[src/hw/rtl/cgr_pkg.sv]
// Shared constants and types for the gray-to-RGB colormap ramp.
`timescale 1ns / 1ps
package cgr_pkg;

   // Default number of ramp levels held in the level store
   localparam int MAX_LEVELS_DEF = 5;

   // Quotient bits produced by each divider (Q0.16)
   localparam int QBITS = 16;

   // Number of color channels
   localparam int NUM_CHAN = 3;

   // Register indexes on the write port
   localparam logic [2:0] CSR_RANGE_LOW   = 3'd0;
   localparam logic [2:0] CSR_RANGE_HIGH  = 3'd1;
   localparam logic [2:0] CSR_LEVEL_COUNT = 3'd2;
   localparam logic [2:0] CSR_LEVEL_0     = 3'd3;

   // Field positions inside one level word
   localparam int POS_LSB = 48;

   // Largest Q0.16 value, used for clamped ratios
   localparam logic [15:0] UNIT_MAX = 16'hFFFF;

   // How a ratio is resolved: by division, forced to zero, or saturated
   typedef enum logic [1:0] {
      CLS_DIV,
      CLS_ZERO,
      CLS_SAT
   } cls_type;

   // Low bit of a color channel inside a level word (red, green, blue)
   function automatic int chan_lsb(input int ch);
      chan_lsb = 32 - 16 * ch;
   endfunction

   // Resolve a ratio from its class and the divider quotient
   function automatic logic [15:0] ratio_pick(input cls_type cls, input logic [15:0] quot);
      logic [15:0] r;
      case (cls)
         CLS_DIV:  r = quot;
         CLS_SAT:  r = UNIT_MAX;
         default:  r = 16'd0;
      endcase
      ratio_pick = r;
   endfunction

endpackage

[src/hw/rtl/cgr_norm.sv]
// Front stage: forms the normalization numerator and divisor and classifies them.
`timescale 1ns / 1ps
module cgr_norm (
   input  logic                clock,
   input  logic                reset,
   input  logic                in_valid,
   output logic                in_ready,
   input  logic signed [31:0]  pixel,
   input  logic signed [31:0]  range_low,
   input  logic signed [31:0]  range_high,
   output logic                out_valid,
   input  logic                out_ready,
   output logic [32:0]         out_num,
   output logic [32:0]         out_den,
   output cgr_pkg::cls_type    out_cls
);
   import cgr_pkg::*;

   logic signed [33:0] lo, hi, num_raw, den_raw, num, den;
   cls_type            cls;
   logic               v_ff;
   logic [32:0]        num_ff, den_ff;
   cls_type            cls_ff;

   // Build the signed ratio terms, fold the divisor sign into the numerator
   always_comb begin
      if (range_high == range_low) begin
         lo = 34'sd0;
         hi = 34'sd256;
      end else begin
         lo = 34'(range_low);
         hi = 34'(range_high);
      end
      num_raw = hi - 34'(pixel);
      den_raw = hi - lo;
      if (den_raw < 0) begin
         num = -num_raw;
         den = -den_raw;
      end else begin
         num = num_raw;
         den = den_raw;
      end
      if (num <= 0) begin
         cls = CLS_ZERO;
      end else if (num >= den) begin
         cls = CLS_SAT;
      end else begin
         cls = CLS_DIV;
      end
   end

   assign in_ready = !v_ff || out_ready;

   always_ff @(posedge clock) begin
      if (reset) begin
         v_ff <= 1'b0;
      end else if (in_ready) begin
         v_ff <= in_valid;
      end
      if (in_ready && in_valid) begin
         num_ff <= num[32:0];
         den_ff <= den[32:0];
         cls_ff <= cls;
      end
   end

   assign out_valid = v_ff;
   assign out_num   = num_ff;
   assign out_den   = den_ff;
   assign out_cls   = cls_ff;

endmodule

[config.mk]
export PLATFORM = sky130hd
export DESIGN_NAME = cgr_norm
export DESIGN_NICKNAME = d
export VERILOG_FILES = /design/src/hw/rtl/cgr_pkg.sv /design/src/hw/rtl/cgr_norm.sv
export SDC_FILE = /design/constraint.sdc
export NUM_CORES = 1
export LEC_CHECK = 0
export BUFFER_PORTS_ARGS = -buffer_cell sky130_fd_sc_hd__buf_2
export CORE_MARGIN = 4
export CORE_UTILIZATION = 59
export DETAILED_ROUTE_END_ITERATION = 6
export GPL_TIMING_DRIVEN = 0
export PLACE_DENSITY = 0.88
export SLEW_MARGIN = 20
export SYNTH_ARGS = -nofsm -noshare
export SYNTH_HDL_FRONTEND = slang
export SYNTH_SLANG_ARGS = --single-unit
[constraint.sdc]
create_clock -name clock -period 13.7 [get_ports clock]
set_input_delay 2.74 -clock clock [delete_from_list [all_inputs] [get_ports clock]]
set_output_delay 2.74 -clock clock [all_outputs]
set_load 0.05 [all_outputs]
==> flow_summary.rst <==
.. list-table::
   :header-rows: 1

   * - Metric
     - Value
   * - Run status
     - finished clean
   * - Data required, critical path
     - 13.77 ns
   * - Horiz. Die Dim
     - 139 µm
   * - Global-route wire length before repair
     - 50.1 mm
   * - Drt via density
     - 6.27
   * - Number of routed nets with antenna violations
     - 0
   * - Power Dens Cells
     - 118 nW/µm²
   * - Count of unique library cells instantiated by Yosys
     - 106
   * - YS warnings
     - 0
   * - Worst slew margin relative to its limit
     - 32.7%
   * - CTS H-tree lvls
     - 3
   * - Leading cell types by total area after synthesis
     - sky130_fd_sc_hd__edfxtp_1, sky130_fd_sc_hd__ha_1, sky130_fd_sc_hd__xnor2_1
   * - Number of setup buffers added after CTS
     - 0
   * - Antenna diode instance count
     - 0
   * - Worst path arrival time
     - 13.32 ns
   * - Part of the Yosys area used for sequential elements
     - 20.3%
   * - Clock root buffer
     - sky130_fd_sc_hd__clkbuf_16
   * - Min setup slack post-route
     - 0.452 ns
   * - Share of synthesized registers carrying an async set or reset
     - 0%
   * - Via count of the first global-routing pass
     - 9,519
   * - Die Footprint
     - 19,400 µm²
   * - Congestion Overflow GR
     - 0
   * - Number of top-level pins
     - 170
   * - Number of cells on the worst hold path
     - 2
   * - Number of standard cells after synthesis
     - 1,239
   * - Class of the worst hold path
     - flop to flop
   * - Clock tree from TritonCTS
     - yes
   * - Total detailed-routing wirelength
     - 32.3 mm
   * - Fmax
     - 75.5 MHz
   * - WS Path Type
     - input port to flop
   * - Post-layout nets
     - 1,614
   * - CP Launch Type
     - input port
   * - Number of buffer cells added on primary ports
     - 168
   * - Detailed-route via count
     - 10.3k
   * - Post-route minimum period
     - 13.25 ns
   * - Delay-heaviest family, CP
     - compound AO/OA/AOI/OAI gates
   * - Post-Route Skew
     - 0.00510 ns
   * - Slowest stage delay, CP
     - 0.73 ns
   * - Period utilization
     - 96.7%
   * - Global router's overall resource usage
     - 31.9%
   * - Clock net sink count
     - 69
   * - DRC
     - 0
   * - TritonCTS Buffers
     - 9
   * - Number of antenna violations at the first check in global routing
     - 0
   * - Ranking of synthesized cells by instance count
     - sky130_fd_sc_hd__nand2_1, sky130_fd_sc_hd__ha_1, sky130_fd_sc_hd__inv_1
   * - Crit path max fanout
     - 10
   * - P_leak
     - 5.10 nW
   * - Max Slew Vio Count
     - 0
   * - Count leader, synth
     - sky130_fd_sc_hd__nand2_1
   * - Site row count
     - 47
   * - Buf+Inv Stages, Crit Path
     - 8
   * - Area inside the core boundary
     - 16,700 µm²
   * - Die outline height
     - 139 µm
   * - Critical path depth
     - 37
   * - Number of cells on the worst reg-to-reg path
     - 3
   * - Clock latency on the worst-skew pair
     - 0.33 ns
   * - RSZ-0062 raised after global routing
     - no
   * - Share of post-route cells with drive strength above 1
     - 17.2%
   * - Setup violators final
     - 0
   * - Library cell occupying the most area in the post-synthesis netlist
     - sky130_fd_sc_hd__edfxtp_1
   * - Total of flip-flops plus latches after synthesis
     - 69
   * - Top-area cell type share of the netlist area
     - 20.1%
   * - Final estimated routing congestion in global placement
     - 0.977
   * - Wire per inst
     - 19.7 µm
   * - Half-perimeter wire length of the detailed placement result
     - 26.9 mm
   * - CP Capture Type
     - flop
   * - Worst setup slack before clock tree synthesis
     - 0.392 ns
   * - Post-layout power
     - 1.36 mW
   * - Worst ir drop on vdd
     - 0.000111 V
   * - Post-Layout Inst Area
     - 11,600 µm²
   * - Post-synthesis area per instance
     - 8.20 µm²
   * - Clock buffer depth
     - 2
   * - Worst-Margin Slew
     - 1.01 ns
   * - CP max-delay cell
     - sky130_fd_sc_hd__o41ai_1
   * - Final number of hold-violating endpoints
     - 0
   * - First DRT Iteration DRCs
     - 947
   * - Length of the first detailed-routing pass in iterations
     - 7
   * - Number of enable-type register cells in the synthesized netlist
     - 68
   * - Summed instance area of the synthesized netlist
     - 10,200 µm²
   * - Setup_tns
     - 0 ns
   * - Total of fill cells in the finished design
     - 1,402
   * - MaxCap Viol Count
     - 0
   * - Most used flip-flop cell after synthesis
     - sky130_fd_sc_hd__edfxtp_1
   * - Post-detailed-placement cell area
     - 11,300 µm²
   * - Pin count of the biggest net entering global routing
     - 60
   * - Area grow syn2layout
     - 13.9%
   * - Effective utilization at floorplan
     - 60.8%
   * - Post-CTS clock slew at the launch and capture registers of the worst setup and hold paths
     - 0.05 ns
   * - Synth Net Count
     - 1,434
## where the power goes
part | switching [mW] | total (mW) | internal, mW
Combinational | 0.576 | 0.862 | 0.286
Sequential | 0.00852 | 0.300 | 0.291
Clock | 0.0832 | 0.203 | 0.120
Total | 0.667 | 1.36 | 0.697
## final cells by class
type                    instances  area (µm²)  area share [%]
flip-flops and latches         69        2060            17.8
inverters                      93         349            3.02
clock buffers                  10         229            1.98
well taps                     220         275            2.38
multi-input cells            1038        7600            65.7
plain buffers                  39         150            1.30
repair buffers                169         868            7.51
clock inverters                 5        28.8           0.249
## placed cells by master (no fill, tap or decap), types with 45 or more instances in the layout
| master | instances |
|---|---|
| sky130_fd_sc_hd__xor2_1 | 71 |
| sky130_fd_sc_hd__ha_1 | 93 |
| sky130_fd_sc_hd__buf_2 | 169 |
| sky130_fd_sc_hd__nor2_1 | 81 |
| sky130_fd_sc_hd__nand2_1 | 100 |
| sky130_fd_sc_hd__a21o_1 | 45 |
| sky130_fd_sc_hd__edfxtp_1 | 68 |
| sky130_fd_sc_hd__xnor2_1 | 83 |
| sky130_fd_sc_hd__inv_1 | 93 |
| sky130_fd_sc_hd__a21oi_1 | 80 |
## layer usage
metal	track usage, %	part of all wire, %
met1	43.1	42
met4	12.9	4.4
met2	51.8	44
met5	0	0
met3	4.49	9.5
## logic make-up after synthesis
family,Yosys count,synth area share [%]
compound gates,338,24.0
xor+xnor,163,14.8
fa+ha+maj,97,12.0
buf+inv,132,4.89
flops,69,20.3
mux,5,0.530
other cells,1,0.0369
simple gates,434,23.4
## flip-flops by register name (all words and copies together) (netlist names)
signal and flops:
out_cls 2, out_den 33, out_valid 1, out_num 33
## worst paths after layout
| path | from | to | slack (ns) |
|---|---|---|---|
| worst max-delay path | range_high[25] | out_cls[1] | 0.45 |
| worst min-delay path | out_valid | out_valid | 0.55 |
| worst max register to register | out_valid | out_num[4] | 12.36 |
| worst min register to register | out_valid | out_valid | 0.55 |
## per-stage QoR
| stage | cells | utilization, % | hold WS [ns] |
|---|---|---|---|
| after floorplan | 1239 | - | 1.11 |
| after global placement | 1627 | 67.5 | 0.487 |
| after detailed placement | 1628 | 67.7 | 0.540 |
| after CTS | 1643 | 69.2 | 0.550 |
| after global routing | 1643 | 69.2 | 0.591 |
| final | 1643 | 69.2 | 0.547 |
## worst min-delay path: stages, from the launching register on
cell	delay, ns
sky130_fd_sc_hd__dfxtp_1	0.31
sky130_fd_sc_hd__nand2b_1	0.11
sky130_fd_sc_hd__a21oi_1	0.08
## timing repair
| action | 4_1_cts | 5_1_grt |
|---|---|---|
| resized for setup | 0 | 3 |
| setup endpoints to repair | 0 | 1 |
| hold buffers | 0 | 0 |
(Power assumes the default switching activity.)
