## src/hw/rtl/cgr_pkg.sv

```systemverilog
// Shared constants and types for the gray-to-RGB colormap ramp.
`timescale 1ns / 1ps
package cgr_pkg;

   // Default number of ramp levels held in the level store
   localparam int MAX_LEVELS_DEF = 5;

   // Quotient bits produced by each divider (Q0.16)
   localparam int QBITS = 16;

   // Number of color channels
   localparam int NUM_CHAN = 3;

   // Register indexes on the write port
   localparam logic [2:0] CSR_RANGE_LOW   = 3'd0;
   localparam logic [2:0] CSR_RANGE_HIGH  = 3'd1;
   localparam logic [2:0] CSR_LEVEL_COUNT = 3'd2;
   localparam logic [2:0] CSR_LEVEL_0     = 3'd3;

   // Field positions inside one level word
   localparam int POS_LSB = 48;

   // Largest Q0.16 value, used for clamped ratios
   localparam logic [15:0] UNIT_MAX = 16'hFFFF;

   // How a ratio is resolved: by division, forced to zero, or saturated
   typedef enum logic [1:0] {
      CLS_DIV,
      CLS_ZERO,
      CLS_SAT
   } cls_type;

   // Low bit of a color channel inside a level word (red, green, blue)
   function automatic int chan_lsb(input int ch);
      chan_lsb = 32 - 16 * ch;
   endfunction

   // Resolve a ratio from its class and the divider quotient
   function automatic logic [15:0] ratio_pick(input cls_type cls, input logic [15:0] quot);
      logic [15:0] r;
      case (cls)
         CLS_DIV:  r = quot;
         CLS_SAT:  r = UNIT_MAX;
         default:  r = 16'd0;
      endcase
      ratio_pick = r;
   endfunction

endpackage

```

## src/hw/rtl/cgr_div.sv

```systemverilog
// Pipelined restoring divider: one quotient bit per stage, elastic handshake.
`timescale 1ns / 1ps
module cgr_div #(
   parameter int W  = 33,
   parameter int SB = 2
) (
   input  logic                        clock,
   input  logic                        reset,
   input  logic                        in_valid,
   output logic                        in_ready,
   input  logic [W-1:0]                in_num,
   input  logic [W-1:0]                in_den,
   input  logic [SB-1:0]               in_side,
   output logic                        out_valid,
   input  logic                        out_ready,
   output logic [cgr_pkg::QBITS-1:0]   out_quot,
   output logic [SB-1:0]               out_side
);
   import cgr_pkg::*;

   logic             v_ff [QBITS];
   logic [W-1:0]     r_ff [QBITS];
   logic [W-1:0]     d_ff [QBITS];
   logic [QBITS-1:0] q_ff [QBITS];
   logic [SB-1:0]    s_ff [QBITS];
   logic             rdy  [QBITS+1];

   assign rdy[QBITS] = out_ready;
   assign in_ready   = rdy[0];

   genvar k;
   generate
      for (k = 0; k < QBITS; k++) begin : g_stage
         logic             sv;
         logic [W-1:0]     sr, sd;
         logic [QBITS-1:0] sq;
         logic [SB-1:0]    ss;
         logic [W:0]       r2;
         logic             ge;
         logic [W-1:0]     r_in;
         logic [QBITS-1:0] q_in;

         // Take operands from the ports or from the previous stage
         if (k == 0) begin : g_first
            assign sv = in_valid;
            assign sr = in_num;
            assign sd = in_den;
            assign sq = '0;
            assign ss = in_side;
         end else begin : g_next
            assign sv = v_ff[k-1];
            assign sr = r_ff[k-1];
            assign sd = d_ff[k-1];
            assign sq = q_ff[k-1];
            assign ss = s_ff[k-1];
         end

         // Shift the partial remainder and try one subtract
         assign r2   = {sr, 1'b0};
         assign ge   = (r2 >= {1'b0, sd});
         assign r_in = ge ? W'(r2 - {1'b0, sd}) : W'(r2);
         assign q_in = {sq[QBITS-2:0], ge};

         assign rdy[k] = !v_ff[k] || rdy[k+1];

         // Advance when the stage is empty or its item moves on
         always_ff @(posedge clock) begin
            if (reset) begin
               v_ff[k] <= 1'b0;
            end else if (rdy[k]) begin
               v_ff[k] <= sv;
            end
            if (rdy[k] && sv) begin
               r_ff[k] <= r_in;
               d_ff[k] <= sd;
               q_ff[k] <= q_in;
               s_ff[k] <= ss;
            end
         end
      end
   endgenerate

   assign out_valid = v_ff[QBITS-1];
   assign out_quot  = q_ff[QBITS-1];
   assign out_side  = s_ff[QBITS-1];

endmodule

```

## config.mk

```make
export PLATFORM = sky130hd
export DESIGN_NAME = cgr_div
export DESIGN_NICKNAME = d
export VERILOG_FILES = /design/src/hw/rtl/cgr_pkg.sv /design/src/hw/rtl/cgr_div.sv
export SDC_FILE = /design/constraint.sdc
export NUM_CORES = 2
export LEC_CHECK = 0
export CORE_MARGIN = 2
export CORE_UTILIZATION = 59
export DETAILED_ROUTE_END_ITERATION = 12
export DONT_BUFFER_PORTS = 1
export HOLD_SLACK_MARGIN = 0.12
export PLACE_DENSITY = 0.8
export SLEW_MARGIN = 10
export SYNTH_ARGS = -nofsm -noshare
export SYNTH_HDL_FRONTEND = slang
export SYNTH_SLANG_ARGS = --single-unit
export TNS_END_PERCENT = 30
```

## constraint.sdc

```tcl
create_clock -name clock -period 7.1 [get_ports clock]
set_input_delay 0.355 -clock clock [delete_from_list [all_inputs] [get_ports clock]]
set_output_delay 0.355 -clock clock [all_outputs]
set_load 0.02 [all_outputs]
```

==> flow_summary_export.csv <==
group,metric,value,unit
placed_design,dp_slack,2.61,ns
timing,fin_crit_sh,0.644,
floorplanning,initial_core_util,0.592,
synthesis,synthArstFlopShare,0,
cts,cts_sinks,1174,
grt,grt_use_total,0.243,
floorplanning,chipWidth,345,um
worst_setup_path,worstSetupEndpointType,"register",
power,powerDensity,219,mW/mm^2
power,ir_drop,235,uV
cells_and_area,nets,6850,
drt,wl_per_cell,18.2,um
timing,holdWs,0.177,ns
timing,skew,0.0223,ns
cells_and_area,drive_gt1_frac,0.0813,
floorplanning,ios,92,
synthesis,synth_edf_count,1174,
drt,detail_route.wirelength,143,mm
worst_hold_path,hold_depth,4,
timing,rsz0062_at_grt,"no",
placed_design,hpwlAfterDp,109,mm
timing,setup_slack,2.53,ns
worst_setup_path,path_buf_inv,1,
grt,gr-total-overflow,0,
worst_setup_path,required,7.60,ns
power,power,16.5,mW
synthesis,yosys_register_bits,1174,
worst_setup_path,start_kind,"register",
grt,grt_pass1_vias,47631,
worst_hold_path,worstHoldPathType,"input port to register",
worst_setup_path,r2r-start,"r_ff[1][102]",
floorplanning,coreArea,0.116,mm^2
synthesis,synthTopCellsByArea,"edfxtp_1, ha_1, a21oi_1",
synthesis,synth.top_cells.by_count,"edfxtp_1, inv_1, ha_1",
grt,antenna_found_initial,1,
synthesis,synth_top_area_frac,0.514,
synthesis,synth_cell_types,99,
synthesis,synth_area_per_cell,11.2,um^2
timing,worst_pin_slew,1.16,ns
timing,setup_viol,0,
synthesis,syn-cell-area,0.0685,mm^2
placed_design,io_buffer_count,0,
drt,firstDrtPassIters,6,
cts,postCtsResizedCells,0,
worst_setup_path,path_depth,11,
placed_design,place.gp.congestion,0.980,
timing,maxSlewHeadroom,0.224,
timing,slew_viol_final,0,
grt,grt_max_degree,76,
outcome,status,"completed",
cts,worstSkewPairLatency,0.76,ns
power,leakage,30.2,nW
worst_setup_path,r2r_end,"r_ff[1][144]",
synthesis,synth.most_common_cell,"edfxtp_1",
drt,drc,0,
cts,clk_pin_slew,0.06,ns
placed_design,place_area,0.0702,mm^2
worst_setup_path,arrival,5.07,ns
worst_setup_path,worst-setup-path-type,"register to register",
timing,hold_viol,0,
synthesis,yosysSeqAreaShare,0.514,
cells_and_area,fin_util,0.652,
drt,ant_nets,0,
timing,clock.fmax,219,MHz
worst_setup_path,slowest_delay,0.65,ns
cts,cts_htree_levels,4,
worst_setup_path,r2r_cells,11,
cts,cts-buffers-inserted,134,
worst_hold_path,holdPathEnd,"r_ff[0][31]",
worst_setup_path,crit_slowest_cell,"ha_1",
timing,finalCriticalPeriod,4.57,ns
drt,drt_iter0_drc,2471,
drt,viasPerCell,5.85,
cts,cts_tree,"done",
floorplanning,die_h,345,um
drt,route.vias.total,46035,
synthesis,ys.flop_type,"edfxtp_1",
worst_setup_path,cp_cell_sequence,"ha_1, o211a_1, o31ai_1, a211oi_1, o21ai_1, a31oi_1, a22o_1, a221oi_4, o21ai_4, buf_4, mux2_2",
cells_and_area,fillers,8439,
grt,grt_pass1_wl,231,mm
synthesis,yosys.area.top_type,"edfxtp_1",
synthesis,synthCells,6119,
worst_hold_path,hp-start,"in_den[31]",
cells_and_area,syn2layout_area_growth,10.0,%
worst_setup_path,rrSetupSlack,2.53,ns
cells_and_area,stdcell_area,0.0754,mm^2
run,cap_violations,0,
floorplanning,die-area,0.119,mm^2
synthesis,ys_warn_count,0,
cells_and_area,antennaDiodeCount,0,
worst_setup_path,crit_family,"compound AO/OA/AOI/OAI gates",
cts,cts_buffer_depth,3,
cts,clock-root-buffer,"clkbuf_16",
worst_setup_path,cp_max_fo,54,
floorplanning,num_rows,125,
synthesis,syn-num-nets,6733,
## registers in the layout (all words and copies together), names as in the netlist
signal	flops
q_ff	136
r_ff	495
v_ff	16
d_ff	495
s_ff	32
## tightest hold or removal path: cells and delay by family
kind | cells | cell delay (ns)
xor+xnor | 1 | 0.09
compound gates | 1 | 0.13
buf+inv | 1 | 0.04
fa+ha+maj | 1 | 0.19
## final cells by class
| class | instances | area (um^2) | share of cell area |
|---|---|---|---|
| repair buffers | 108 | 991 | 0.0131 |
| clock buffers | 146 | 3420 | 0.0453 |
| clock inverters | 100 | 1030 | 0.0137 |
| well taps | 1524 | 1910 | 0.0253 |
| flip-flops and latches | 1174 | 35300 | 0.467 |
| inverters | 649 | 2440 | 0.0323 |
| multi-input cells | 4169 | 30400 | 0.403 |
## layer usage
| metal | part of all wire | GRT usage | routed length [um] | vias to the layer above |
|---|---|---|---|---|
| met5 | 0 | 0 | 0 | - |
| met4 | 0.075 | 0.169 | 10700 | 0 |
| met3 | 0.031 | 0.0320 | 4460 | 459 |
| met2 | 0.54 | 0.473 | 77200 | 1142 |
| met1 | 0.35 | 0.233 | 50500 | 21768 |
| li1 | - | - | - | 22666 |
## cells by family after synthesis
group           count (synthesis)  synth area share
compound gates               1602             0.149
simple gates                 1359            0.0958
flops                        1174             0.514
buf+inv                       776            0.0451
fa+ha+maj                     542             0.101
xor+xnor                      417            0.0533
mux                           249            0.0423
## metrics by stage
stage	cells	setup TNS (ns)
2_1_floorplan	6119	-39.79
3_3_place_gp	7552	0
3_5_place_dp	7552	0
4_1_cts	7870	0
5_1_grt	7870	0
6_report	7870	0
## how the worst max path moves through the flow
stage / start / endpoint / slack [ns]
after detailed placement: r_ff[0][100] / r_ff[0][134] / 2.61
after global placement: r_ff[0][100] / r_ff[0][134] / 2.76
after floorplan: v_ff[1][7] / d_ff[0][198] / -0.29
after CTS: r_ff[0][100] / r_ff[0][134] / 2.59
after global routing: r_ff[0][100] / r_ff[0][134] / 2.39
final: r_ff[1][102] / r_ff[1][144] / 2.53
## power breakdown
part | switching (mW) | internal, mW
clock | 2.84 | 4.07
sequential | 0.0917 | 7.80
combinational | 0.974 | 0.765
total | 3.91 | 12.6
## layout by cell type, fill, tap and decap left out, types with 57 or more instances in the layout
master and instances:
edfxtp_1 1174, clkbuf_16 135, dlygate4sd3_1 72, xor2_1 158, a21o_1 239, nor2b_1 89, nand2_1 373, xnor2_1 259
o21ai_0 363, nand3_1 108, ha_1 527, nand4_1 76, mux2_2 149, a21oi_1 501, nand2b_1 82, o21bai_1 57
inv_1 648, nor3_1 77, nor2_1 347
## what timing repair did
action,in CTS,in global routing
endpoints found under the hold margin,105,0
endpoints found under the setup margin,0,0
setup buffers,0,0
hold buffers,72,0
(Power assumes the default switching activity.)
