==> src/hw/rtl/cgr_pkg.sv <==
// Shared constants and types for the gray-to-RGB colormap ramp.
`timescale 1ns / 1ps
package cgr_pkg;

   // Default number of ramp levels held in the level store
   localparam int MAX_LEVELS_DEF = 5;

   // Quotient bits produced by each divider (Q0.16)
   localparam int QBITS = 16;

   // Number of color channels
   localparam int NUM_CHAN = 3;

   // Register indexes on the write port
   localparam logic [2:0] CSR_RANGE_LOW   = 3'd0;
   localparam logic [2:0] CSR_RANGE_HIGH  = 3'd1;
   localparam logic [2:0] CSR_LEVEL_COUNT = 3'd2;
   localparam logic [2:0] CSR_LEVEL_0     = 3'd3;

   // Field positions inside one level word
   localparam int POS_LSB = 48;

   // Largest Q0.16 value, used for clamped ratios
   localparam logic [15:0] UNIT_MAX = 16'hFFFF;

   // How a ratio is resolved: by division, forced to zero, or saturated
   typedef enum logic [1:0] {
      CLS_DIV,
      CLS_ZERO,
      CLS_SAT
   } cls_type;

   // Low bit of a color channel inside a level word (red, green, blue)
   function automatic int chan_lsb(input int ch);
      chan_lsb = 32 - 16 * ch;
   endfunction

   // Resolve a ratio from its class and the divider quotient
   function automatic logic [15:0] ratio_pick(input cls_type cls, input logic [15:0] quot);
      logic [15:0] r;
      case (cls)
         CLS_DIV:  r = quot;
         CLS_SAT:  r = UNIT_MAX;
         default:  r = 16'd0;
      endcase
      ratio_pick = r;
   endfunction

endpackage

==> src/hw/rtl/cgr_seg.sv <==
// Segment stage: picks the ramp segment and forms the fraction ratio terms.
`timescale 1ns / 1ps
module cgr_seg #(
   parameter int MAX_LEVELS = cgr_pkg::MAX_LEVELS_DEF
) (
   input  logic                       clock,
   input  logic                       reset,
   input  logic                       in_valid,
   output logic                       in_ready,
   input  logic [cgr_pkg::QBITS-1:0]  in_quot,
   input  cgr_pkg::cls_type           in_cls,
   input  logic [63:0]                level_word [MAX_LEVELS],
   input  logic [2:0]                 level_num,
   output logic                       out_valid,
   input  logic                       out_ready,
   output logic [15:0]                out_num,
   output logic [15:0]                out_den,
   output cgr_pkg::cls_type           out_cls,
   output logic [1:0]                 out_lev
);
   import cgr_pkg::*;

   localparam int IDX_W = (MAX_LEVELS > 2) ? $clog2(MAX_LEVELS) : 1;

   logic [15:0]        t, p0, p1;
   logic [2:0]         lev;
   logic               go;
   logic signed [16:0] num_raw, den_raw, num, den;
   cls_type            cls;
   logic               v_ff;
   logic [15:0]        num_ff, den_ff;
   cls_type            cls_ff;
   logic [1:0]         lev_ff;

   // Walk the level positions and stop at the first one t has not reached
   always_comb begin
      t   = ratio_pick(in_cls, in_quot);
      lev = 3'd0;
      go  = 1'b1;
      for (int k = 1; k < MAX_LEVELS; k++) begin
         if (go && (3'(k) < level_num) && (t >= level_word[k][POS_LSB +: 16])) begin
            lev = 3'(k);
         end else begin
            go = 1'b0;
         end
      end
      if (lev >= level_num - 3'd1) begin
         lev = lev - 3'd1;
      end
      p0 = level_word[IDX_W'(lev)][POS_LSB +: 16];
      p1 = level_word[IDX_W'(lev + 3'd1)][POS_LSB +: 16];
      num_raw = $signed({1'b0, t}) - $signed({1'b0, p0});
      den_raw = $signed({1'b0, p1}) - $signed({1'b0, p0});
      if (den_raw < 0) begin
         num = -num_raw;
         den = -den_raw;
      end else begin
         num = num_raw;
         den = den_raw;
      end
      if (den == 0 || num <= 0) begin
         cls = CLS_ZERO;
      end else if (num >= den) begin
         cls = CLS_SAT;
      end else begin
         cls = CLS_DIV;
      end
   end

   assign in_ready = !v_ff || out_ready;

   always_ff @(posedge clock) begin
      if (reset) begin
         v_ff <= 1'b0;
      end else if (in_ready) begin
         v_ff <= in_valid;
      end
      if (in_ready && in_valid) begin
         num_ff <= num[15:0];
         den_ff <= den[15:0];
         cls_ff <= cls;
         lev_ff <= lev[1:0];
      end
   end

   assign out_valid = v_ff;
   assign out_num   = num_ff;
   assign out_den   = den_ff;
   assign out_cls   = cls_ff;
   assign out_lev   = lev_ff;

endmodule

==> config.mk <==
export PLATFORM = sky130hd
export DESIGN_NAME = cgr_seg
export DESIGN_NICKNAME = d
export VERILOG_FILES = /design/src/hw/rtl/cgr_pkg.sv /design/src/hw/rtl/cgr_seg.sv
export SDC_FILE = /design/constraint.sdc
export NUM_CORES = 1
export LEC_CHECK = 0
export ABC_CLOCK_PERIOD_IN_PS = 25600
export BUFFER_PORTS_ARGS = -buffer_cell sky130_fd_sc_hd__buf_2
export CAP_MARGIN = 20
export CORE_AREA = 2 2 150 152
export CTS_BUF_LIST = sky130_fd_sc_hd__clkbuf_2
export CTS_CLUSTER_DIAMETER = 40
export DETAILED_ROUTE_END_ITERATION = 12
export DIE_AREA = 0 0 152 154
export PLACE_DENSITY = 0.72
export SETUP_SLACK_MARGIN = 0.05
export SYNTH_ARGS = -nofsm -noshare
export SYNTH_HDL_FRONTEND = slang
export SYNTH_SLANG_ARGS = --single-unit
==> constraint.sdc <==
create_clock -name clock -period 25.6 [get_ports clock]
set_clock_uncertainty 0.1 [all_clocks]
set_input_delay 2.56 -clock clock [delete_from_list [all_inputs] [get_ports clock]]
set_output_delay 2.56 -clock clock [all_outputs]
set_load 0.005 [all_outputs]
==> impl_metrics.tcl, run 1 <==
set metrics [dict create \
    yosysWarnings 0 \
    min_period_over_period_pct 52.14 \
    ios 383 \
    cts_buffers 5 \
    post_cts_buffers 0 \
    dieArea_um2 23410 \
    gp_congestion 0.9386 \
    dpl.cell_count 1256 \
    rows 54 \
    critPathSlowestCell "nor3b_4" \
    layout.cells.non_filler 1264 \
    max_slew_margin_pct 37.36 \
    max_cap_viol_count 0 \
    post_synth.cell_area_avg_um2 8.583 \
    antenna_left 0 \
    status "completed" \
    mappedNetlistArea_um2 7330 \
    cp.required_ns 25.66 \
    rsz0062_at_grt "no" \
    synthAdderAreaFrac_pct 20.66 \
    synth_mux_area_share_pct 10.14 \
    finalPower_mw 1.309 \
    grt_use_total_pct 18.98 \
    clockRootBuffer "clkbuf_2" \
    fin_setup_tns_ns 0 \
    drc 0 \
    die_w_um 152 \
    holdBufCountCts 0 \
    crit_fanout 26 \
    finalSetupViolCount 0 \
    die_height_um 154 \
    final_common_cell "buf_2" \
    wl_mm 22.44 \
    drive_above_1_share_pct 21.54 \
    cp.arrival_ns 13.41 \
    synthSimpleGateAreaFrac_pct 17.24 \
    critPathTopFamily "compound AO/OA/AOI/OAI gates" \
    synth_top_family_by_area "compound AO/OA/AOI/OAI gates" \
    synthTopCellsByArea "ha_1, edfxtp_1, mux4_2" \
    synth_seq_area_share_pct 15.02 \
    gr-total-overflow 0 \
    path_buf_inv 4 \
    start_util_pct 33.79 \
    yosys.area.top_type "ha_1" \
    cts_buffer_depth 2 \
    finalHoldViolations 0 \
    critPathLaunchType "input port" \
    max_clock_freq_ghz 0.07492 \
    grt_max_degree 37 \
    grt_pass1_vias 6860 \
    powerDensity_nw_per_um2 155.6 \
    areaGrowthSynthToFinish_pct 14.73 \
    cts_sinks 37 \
    ys_ff_latch 37 \
    clkTransAtPathRegs_ns 0.18 \
    vias 7204 \
    antenna_found_initial 1 \
    critical-path-max-stage-delay_ns 0.68 \
    crit_top_cell "a21oi_1" \
    syn_nets 1318 \
    ctsResizeCount 0 \
    port_buffers 142 \
    ir_worst_vdd_mv 0.06785 \
    coreArea_um2 21690 \
    vias_per_cell 5.699 \
    hp-class "register to register" \
    netlist_instances 854 \
    cts_tree "done" \
    synthFlopType "edfxtp_1" \
    drtPass1Iterations 5 \
    tightest_slew_ns 0.9160 \
    path_class "input port to register" \
    wire_per_inst_um 17.75 \
    grt_pass1_wl_mm 36.28 \
    final_cell_mix "buf_2, ha_1, inv_1" \
    synth_edf_count 36 \
    layout_min_cycle_time_ns 13.35 \
    synth_top_area_share_pct 19.97 \
    n_antenna_cell 0 \
    synthArstFlopShare_pct 0 \
    drtIter0Drc 667 \
    leakagePower_nw 3.913 \
    yosysUniqueCellTypes 76 \
    synth_compound_area_share_pct 23.71 \
    htreeDepth 2 \
    layout.nets 1447 \
    clk_latency_ns 0.39 \
    dp_hpwl_mm 19.01 \
    slew_viol_final 0 \
    synth_xor_area_share_pct 6.897 \
    end_kind "register" \
]
sequential cells by signal, indices dropped and copies added, names as in the netlist:
register   cells
out_den       16
out_cls        2
out_num       16
out_lev        2
out_valid      1
layer usage:
| layer | wire length, µm | track usage, % | vias up |
|---|---|---|---|
| li1 | - | - | 3494 |
| met1 | 10130 | 25.85 | 3371 |
| met2 | 9809 | 29.73 | 306 |
| met3 | 1979 | 4.904 | 33 |
| met4 | 520 | 5.385 | 0 |
| met5 | 0 | 0 | - |
power breakdown:
group          total, mW  leakage, nW  internal, mW  switching, mW
Sequential         0.142        0.358         0.134        0.00834
Clock             0.0384       0.0406        0.0166         0.0218
Combinational       1.13         3.51         0.453          0.676
Total               1.31         3.91         0.603          0.706
metrics by stage:
stage | instance area [µm²] | worst slack (ns) | hold WS, ns | utilization, %
floorplan | 7330 | 12.46 | 0.4225 | -
global placement | 8346 | 12.05 | 0.4343 | 38.48
detailed placement | 8346 | 11.86 | 0.4301 | 38.48
CTS | 8409 | 12.32 | 0.4531 | 38.77
global route | 8409 | 11.42 | 0.4728 | 38.77
finish | 8409 | 12.25 | 0.4397 | 38.77
layout make-up:
class	instances	area (µm²)
fill	2224	13280
multi-input combinational	695	5778
sequential	37	1101
timing repair buffer	148	755.7
inverter	96	360.3
tap	280	350.3
clock inverter	2	33.78
clock buffer	6	30.03
worst min-delay path, delay by kind of cell, from the launching register on:
| family | cells | cell delay (ns) |
|---|---|---|
| flops | 1 | 0.34 |
| compound gates | 1 | 0.07 |
| simple gates | 1 | 0.11 |
cell usage after synthesis, types with 4 or more instances:
library cell and n:
a21boi_0 4, o211ai_1 9, o2111ai_1 4, clkbuf_1 21
o21a_1 6, and4_1 4, nor2_1 73, a31oi_1 8
a21o_1 27, nand2_1 34, a22o_1 18, a21oi_1 64
xor2_1 19, nor2b_1 7, a22oi_1 15, nor3b_1 5
edfxtp_1 36, and2_1 5, inv_1 95, a211oi_1 7
nor4_1 6, mux4_2 32, nand4_1 14, nand3_1 16
o31ai_1 9, ha_1 117, xnor2_1 36, nor3_1 18
or4_1 10, a2111oi_0 4, or3_1 7, o21ai_0 32
and3_1 6, a211o_1 4, o21bai_1 7, nand2b_1 16
cell families after synthesis:
kind of cell / Yosys count
AO/OA/AOI/OAI: 249
XOR/XNOR: 56
adder cells (fa/ha/maj): 120
buffers and inverters: 122
flip-flops: 37
multiplexers: 33
AND/OR/NAND/NOR: 237
final timing paths:
kind,startpoint,endpoint,slack (ns),depth (start not counted)
hold reg to reg,out_valid,out_valid,0.44,2
hold / removal,out_valid,out_valid,0.44,2
setup reg to reg,out_valid,out_num[6],23.96,2
setup / recovery,in_cls[1],out_cls[1],12.25,42
Note: power is estimated with default switching activity, not from simulation.
==> run 2, diff against run 1 <==
--- a/config.mk
+++ b/config.mk
@@ -5,7 +5,7 @@
 export SDC_FILE = /design/constraint.sdc
 export NUM_CORES = 1
 export LEC_CHECK = 0
-export ABC_CLOCK_PERIOD_IN_PS = 25600
+export ABC_CLOCK_PERIOD_IN_PS = 11800
 export BUFFER_PORTS_ARGS = -buffer_cell sky130_fd_sc_hd__buf_2
 export CAP_MARGIN = 20
 export CORE_AREA = 2 2 150 152
@@ -13,7 +13,7 @@
 export CTS_CLUSTER_DIAMETER = 40
 export DETAILED_ROUTE_END_ITERATION = 12
 export DIE_AREA = 0 0 152 154
-export PLACE_DENSITY = 0.72
+export PLACE_DENSITY = 0.74
 export SETUP_SLACK_MARGIN = 0.05
 export SYNTH_ARGS = -nofsm -noshare
 export SYNTH_HDL_FRONTEND = slang
==> constraint.sdc (replaced) <==
create_clock -name clock -period 11.8 [get_ports clock]
set_clock_uncertainty 0.1 [all_clocks]
set_input_delay 1.18 -clock clock [delete_from_list [all_inputs] [get_ports clock]]
set_output_delay 1.18 -clock clock [all_outputs]
set_load 0.005 [all_outputs]
==> run 2 against run 1 <==
Core utilization rose by 0.97 points. Design area rose by 2.5%. First-iteration DRC count fell by 39%. Register-to-register slack got worse by 14 ns. Combinational power rose by 120%. Clock-buffer cell count fell by 1. Via count rose by 0.49%. Critical path type unchanged.
==> impl_metrics.tcl, run 2 (same netlist as run 1, synthesis figures left out) <==
set metrics [dict create \
    status "completed" \
    gp_congestion 0.9937 \
    pwr-share-clk_pct 3.5 \
    htreeDepth 2 \
    path_class "input port to register" \
    powerDensity_nw_per_um2 338.8 \
    grt_max_degree 37 \
    ios 383 \
    die_height_um 154 \
    finalHoldViolations 0 \
    rsz0062_at_grt "no" \
    port_buffers 142 \
    gr-total-overflow 0 \
    clkTransAtPathRegs_ns 0.18 \
    critical-path-max-stage-delay_ns 0.57 \
    layout_min_cycle_time_ns 11.00 \
    coreArea_um2 21690 \
    critPathTopFamily "compound AO/OA/AOI/OAI gates" \
    final_common_cell "buf_2" \
    final_cell_mix "buf_2, ha_1, inv_1" \
    ir_worst_vdd_mv 0.1320 \
    layout.nets 1470 \
    ctsResizeCount 0 \
    critPathLaunchType "input port" \
    drc 0 \
    die_w_um 152 \
    antenna_left 0 \
    drtPass1Iterations 5 \
    finalPower_mw 2.921 \
    end_kind "register" \
    vias 7239 \
    vias_per_cell 5.625 \
    cp.arrival_ns 11.06 \
    max_slew_margin_pct 40.91 \
    drtIter0Drc 410 \
    max_cap_viol_count 0 \
    leakagePower_nw 4.043 \
    hp-class "register to register" \
    dieArea_um2 23410 \
    crit_top_cell "a21oi_1" \
    p_sw_mw 1.549 \
    dp_hpwl_mm 19.13 \
    seq_area_um2 1101 \
    multiInputGateArea_um2 5778 \
    wire_per_inst_um 17.42 \
    design_area_um2 8621 \
    fin_setup_tns_ns 0 \
    cts_tree "done" \
    crit_fanout 16 \
    internal_power_mw 1.372 \
    critPathSlowestCell "nor2_1" \
    post_cts_buffers 0 \
    slew_viol_final 0 \
    start_util_pct 33.79 \
    areaGrowthSynthToFinish_pct 17.62 \
    antenna_found_initial 3 \
    grt_pass1_wl_mm 35.77 \
    power_frac_seq_pct 10.6 \
    grt_pass1_vias 6836 \
    clk_latency_ns 0.40 \
    whs_ns 0.4307 \
    grt_use_total_pct 18.74 \
    combPwrFrac_pct 85.9 \
    p_sw_share_pct 53.02 \
    tightest_slew_ns 0.8810 \
    rows 54 \
    cts_buffer_depth 2 \
    fillers 2229 \
    wl_mm 22.42 \
    drive_above_1_share_pct 23.44 \
    cp.required_ns 11.86 \
    finalSetupViolCount 0 \
    n_antenna_cell 0 \
    max_clock_freq_ghz 0.09093 \
    path_buf_inv 2 \
    holdBufCountCts 0 \
    clockRootBuffer "clkbuf_2" \
    cts_buffers 5 \
    cts_sinks 37 \
    min_period_over_period_pct 93.20 \
    dpl_cell_area_um2 8531 \
]
[run 2: cell count changes in the layout (fill, tap and decap cells not counted), sizes merged]
cell    delta
bufinv     +1
buf       +23
clkbuf     -1
[run 2: final cells by class]
class                   count  area share, %
clock inverters             3         0.7547
inverters                  96          4.180
multi-input cells         695          67.02
repair buffers            171          10.91
well taps                 280          4.064
flip-flops and latches     37          12.77
clock buffers               5         0.2903
[run 2: power by group through the flow]
stage | logic [mW] | clock network [mW] | registers [mW]
global placement | 2.42 | 0 | 0.314
finish | 2.51 | 0.101 | 0.310
floorplan | 1.79 | 0 | 0.318
global route | 2.79 | 0.110 | 0.319
detailed placement | 2.47 | 0 | 0.314
CTS | 2.49 | 0.105 | 0.312
[run 2: worst paths after layout]
kind / from / to / slack, ns / depth (start not counted)
max: in_cls[1] / out_cls[1] / 0.80 / 38
min: out_valid / out_valid / 0.43 / 2
max reg2reg: out_valid / out_den[6] / 10.20 / 2
min reg2reg: out_valid / out_valid / 0.43 / 2
[run 2: through the flow]
stage | utilization, % | std cells | setup WS [ns]
after global placement | 39.33 | 1279 | 0.4354
after detailed placement | 39.33 | 1279 | 0.3716
after global routing | 39.75 | 1287 | 0.06118
after floorplan | - | 854 | 0.2260
final | 39.75 | 1287 | 0.8025
after CTS | 39.75 | 1287 | 0.8224
[run 2: worst reg2reg max path, cell delays in order (launching register included)]
cell and delay, ns:
dfxtp_1 0.35, nand2b_1 0.10, and2_2 0.70
[run 2: per-layer routing]
layer	global-route usage, %	up-vias	share of wire (%)
met5	0	-	0.12
met4	4.628	4	1.9
met3	4.989	26	9.1
met2	29.73	275	44
met1	25.41	3391	45
li1	-	3543	-
==> run 3, diff against run 2 <==
--- a/config.mk
+++ b/config.mk
@@ -5,7 +5,7 @@
 export SDC_FILE = /design/constraint.sdc
 export NUM_CORES = 1
 export LEC_CHECK = 0
-export ABC_CLOCK_PERIOD_IN_PS = 11800
+export ABC_CLOCK_PERIOD_IN_PS = 9600
 export BUFFER_PORTS_ARGS = -buffer_cell sky130_fd_sc_hd__buf_2
 export CAP_MARGIN = 20
 export CORE_AREA = 2 2 150 152
==> constraint.sdc (replaced) <==
create_clock -name clock -period 9.6 [get_ports clock]
set_clock_uncertainty 0.1 [all_clocks]
set_input_delay 0.96 -clock clock [delete_from_list [all_inputs] [get_ports clock]]
set_output_delay 0.96 -clock clock [all_outputs]
set_load 0.005 [all_outputs]
==> run 3 against run 2 <==
The run now ends with setup timing left. Routed wire length rose by 14%. Final cell count rose by 16%. Critical path depth did not move.
==> impl_metrics.tcl, run 3 (same netlist as run 1, synthesis figures left out) <==
set metrics [dict create \
    slew_viol_final 0 \
    cp.required_ns 9.68 \
    die_w_um 152 \
    grt_use_met1_pct 26.17 \
    fin_setup_tns_ns -0.07347 \
    finalPower_mw 5.077 \
    max_clock_freq_ghz 0.1034 \
    max_slew_margin_pct 43.65 \
    antenna_found_initial 0 \
    wl_mm 25.45 \
    critical-path-max-stage-delay_ns 0.54 \
    gp_congestion 0.9559 \
    grt_pass1_vias 8090 \
    start_util_pct 33.79 \
    coreArea_um2 21690 \
    cp.arrival_ns 9.76 \
    tightest_slew_ns 0.8452 \
    path_class "input port to register" \
    end_kind "register" \
    clkTransAtPathRegs_ns 0.19 \
    fin_util_pct 49.73 \
    layout.nets 1680 \
    powerDensity_nw_per_um2 470.7 \
    met2_usage_pct 35.99 \
    cts_buffer_depth 2 \
    n_antenna_cell 0 \
    holdBufCountCts 0 \
    antenna_left 0 \
    finalSetupViolCount 1 \
    cts_sinks 37 \
    seq_area_um2 1101 \
    finalHoldViolations 0 \
    r2r_cells 2 \
    met3_usage_pct 5.073 \
    gr-total-overflow 0 \
    final_cell_mix "buf_4, buf_2, ha_1" \
    cts_buffers 5 \
    ios 383 \
    critPathLaunchType "input port" \
    vias_per_cell 5.396 \
    clockRootBuffer "clkbuf_2" \
    rows 54 \
    busiest_layer "met2" \
    dieArea_um2 23410 \
    hold_path_depth 2 \
    final_common_cell "buf_4" \
    fillers 2029 \
    grt_use_total_pct 20.95 \
    critPathSlowestCell "or4_1" \
    status "finished, violations left" \
    grt_max_degree 37 \
    layout_min_cycle_time_ns 9.673 \
    r2r-end "out_num[9]" \
    hold_end "out_valid" \
    htreeDepth 2 \
    drtPass1Iterations 5 \
    vias 8078 \
    hp-class "register to register" \
    min_period_over_period_pct 100.8 \
    drive_above_1_share_pct 42.65 \
    grt_pass1_wl_mm 39.88 \
    r2r_slack_ns 7.97 \
    wire_per_inst_um 17.00 \
    failed_checks "setup timing" \
    die_height_um 154 \
    cts_tree "done" \
    layout.cells.non_filler 1497 \
    clk_latency_ns 0.41 \
    max_cap_viol_count 0 \
    regToRegStartpoint "out_valid" \
    port_buffers 142 \
    whs_ns 0.4371 \
    drtIter0Drc 425 \
    min-delay-start "out_valid" \
    ir_worst_vdd_mv 0.2525 \
    crit_fanout 10 \
    areaGrowthSynthToFinish_pct 47.17 \
    leakagePower_nw 5.160 \
    rsz0062_at_grt "yes" \
    dp_hpwl_mm 21.76 \
    drc 0 \
    setup_ws_ns -0.07347 \
    dpl.cell_count 1472 \
    multiInputGateArea_um2 6327 \
]
[run 3: changes by cell type in the layout (fill, tap and decap cells not counted), moves of 5 or more]
cell,previous run,this run
a21oi_2,0,7
ha_1,117,105
a21oi_1,64,55
a22oi_1,15,10
ha_4,0,10
a22oi_2,1,6
nor2_2,0,6
nor2_1,73,54
nor2_4,0,13
buf_4,28,230
[run 3: worst max-delay path by stage]
stage / startpoint / endpoint / slack [ns] / cells past startpoint
floorplan: in_cls[1] / out_cls[1] / -0.31 / 39
global placement: in_cls[1] / out_cls[1] / -0.29 / 34
detailed placement: in_cls[1] / out_cls[1] / -0.50 / 36
CTS: in_cls[1] / out_cls[1] / 0.05 / 37
global route: in_cls[1] / out_cls[1] / -0.27 / 46
finish: in_cls[1] / out_cls[1] / -0.07 / 38
[run 3: through the flow]
stage          cell area, µm²  setup slack (ns)
3_3_place_gp            10330           -0.2906
4_1_cts                 10510           0.05404
3_5_place_dp            10330           -0.4979
2_1_floorplan            7805           -0.3108
6_report                10790          -0.07347
5_1_grt                 10790           -0.2696
[run 3: metal layers]
metal | share of wire, % | vias up
li1 | - | 3969
met1 | 42 | 3778
met2 | 46 | 288
met3 | 8.9 | 43
met4 | 2.9 | 0
met5 | 0 | -
[run 3: final cells by class]
type / instances / area share (%)
Timing Repair Buffer: 381 / 23.93
Clock buffer: 5 / 0.2320
Sequential cell: 37 / 10.21
Clock inverter: 3 / 0.3828
Tap cell: 280 / 3.248
Inverter: 96 / 3.341
Multi-Input combinational cell: 695 / 58.66
[run 3: timing repair]
item / 4_1_cts / 5_1_grt
gates cloned: 0 / 0
setup buffers: 10 / 7
setup endpoints to repair: 1 / 2
pin swaps: 14 / 25
gates resized for setup: 8 / 38
[run 3: power by group]
part           internal (mW)  total, mW  leakage (nW)  switching (mW)
Sequential             0.358      0.382         0.358          0.0242
Clock                 0.0429      0.103        0.0366          0.0598
Combinational           2.32       4.59          4.77            2.27
[run 3: worst max-delay path, delay by kind of cell]
kind	cells	cell delay (ns)
AO/OA/AOI/OAI	12	2.85
AND/OR/NAND/NOR	10	2.95
buffers and inverters	8	0.92
multiplexers	1	0.51
XOR/XNOR	2	0.25
adder cells (fa/ha/maj)	5	1.29
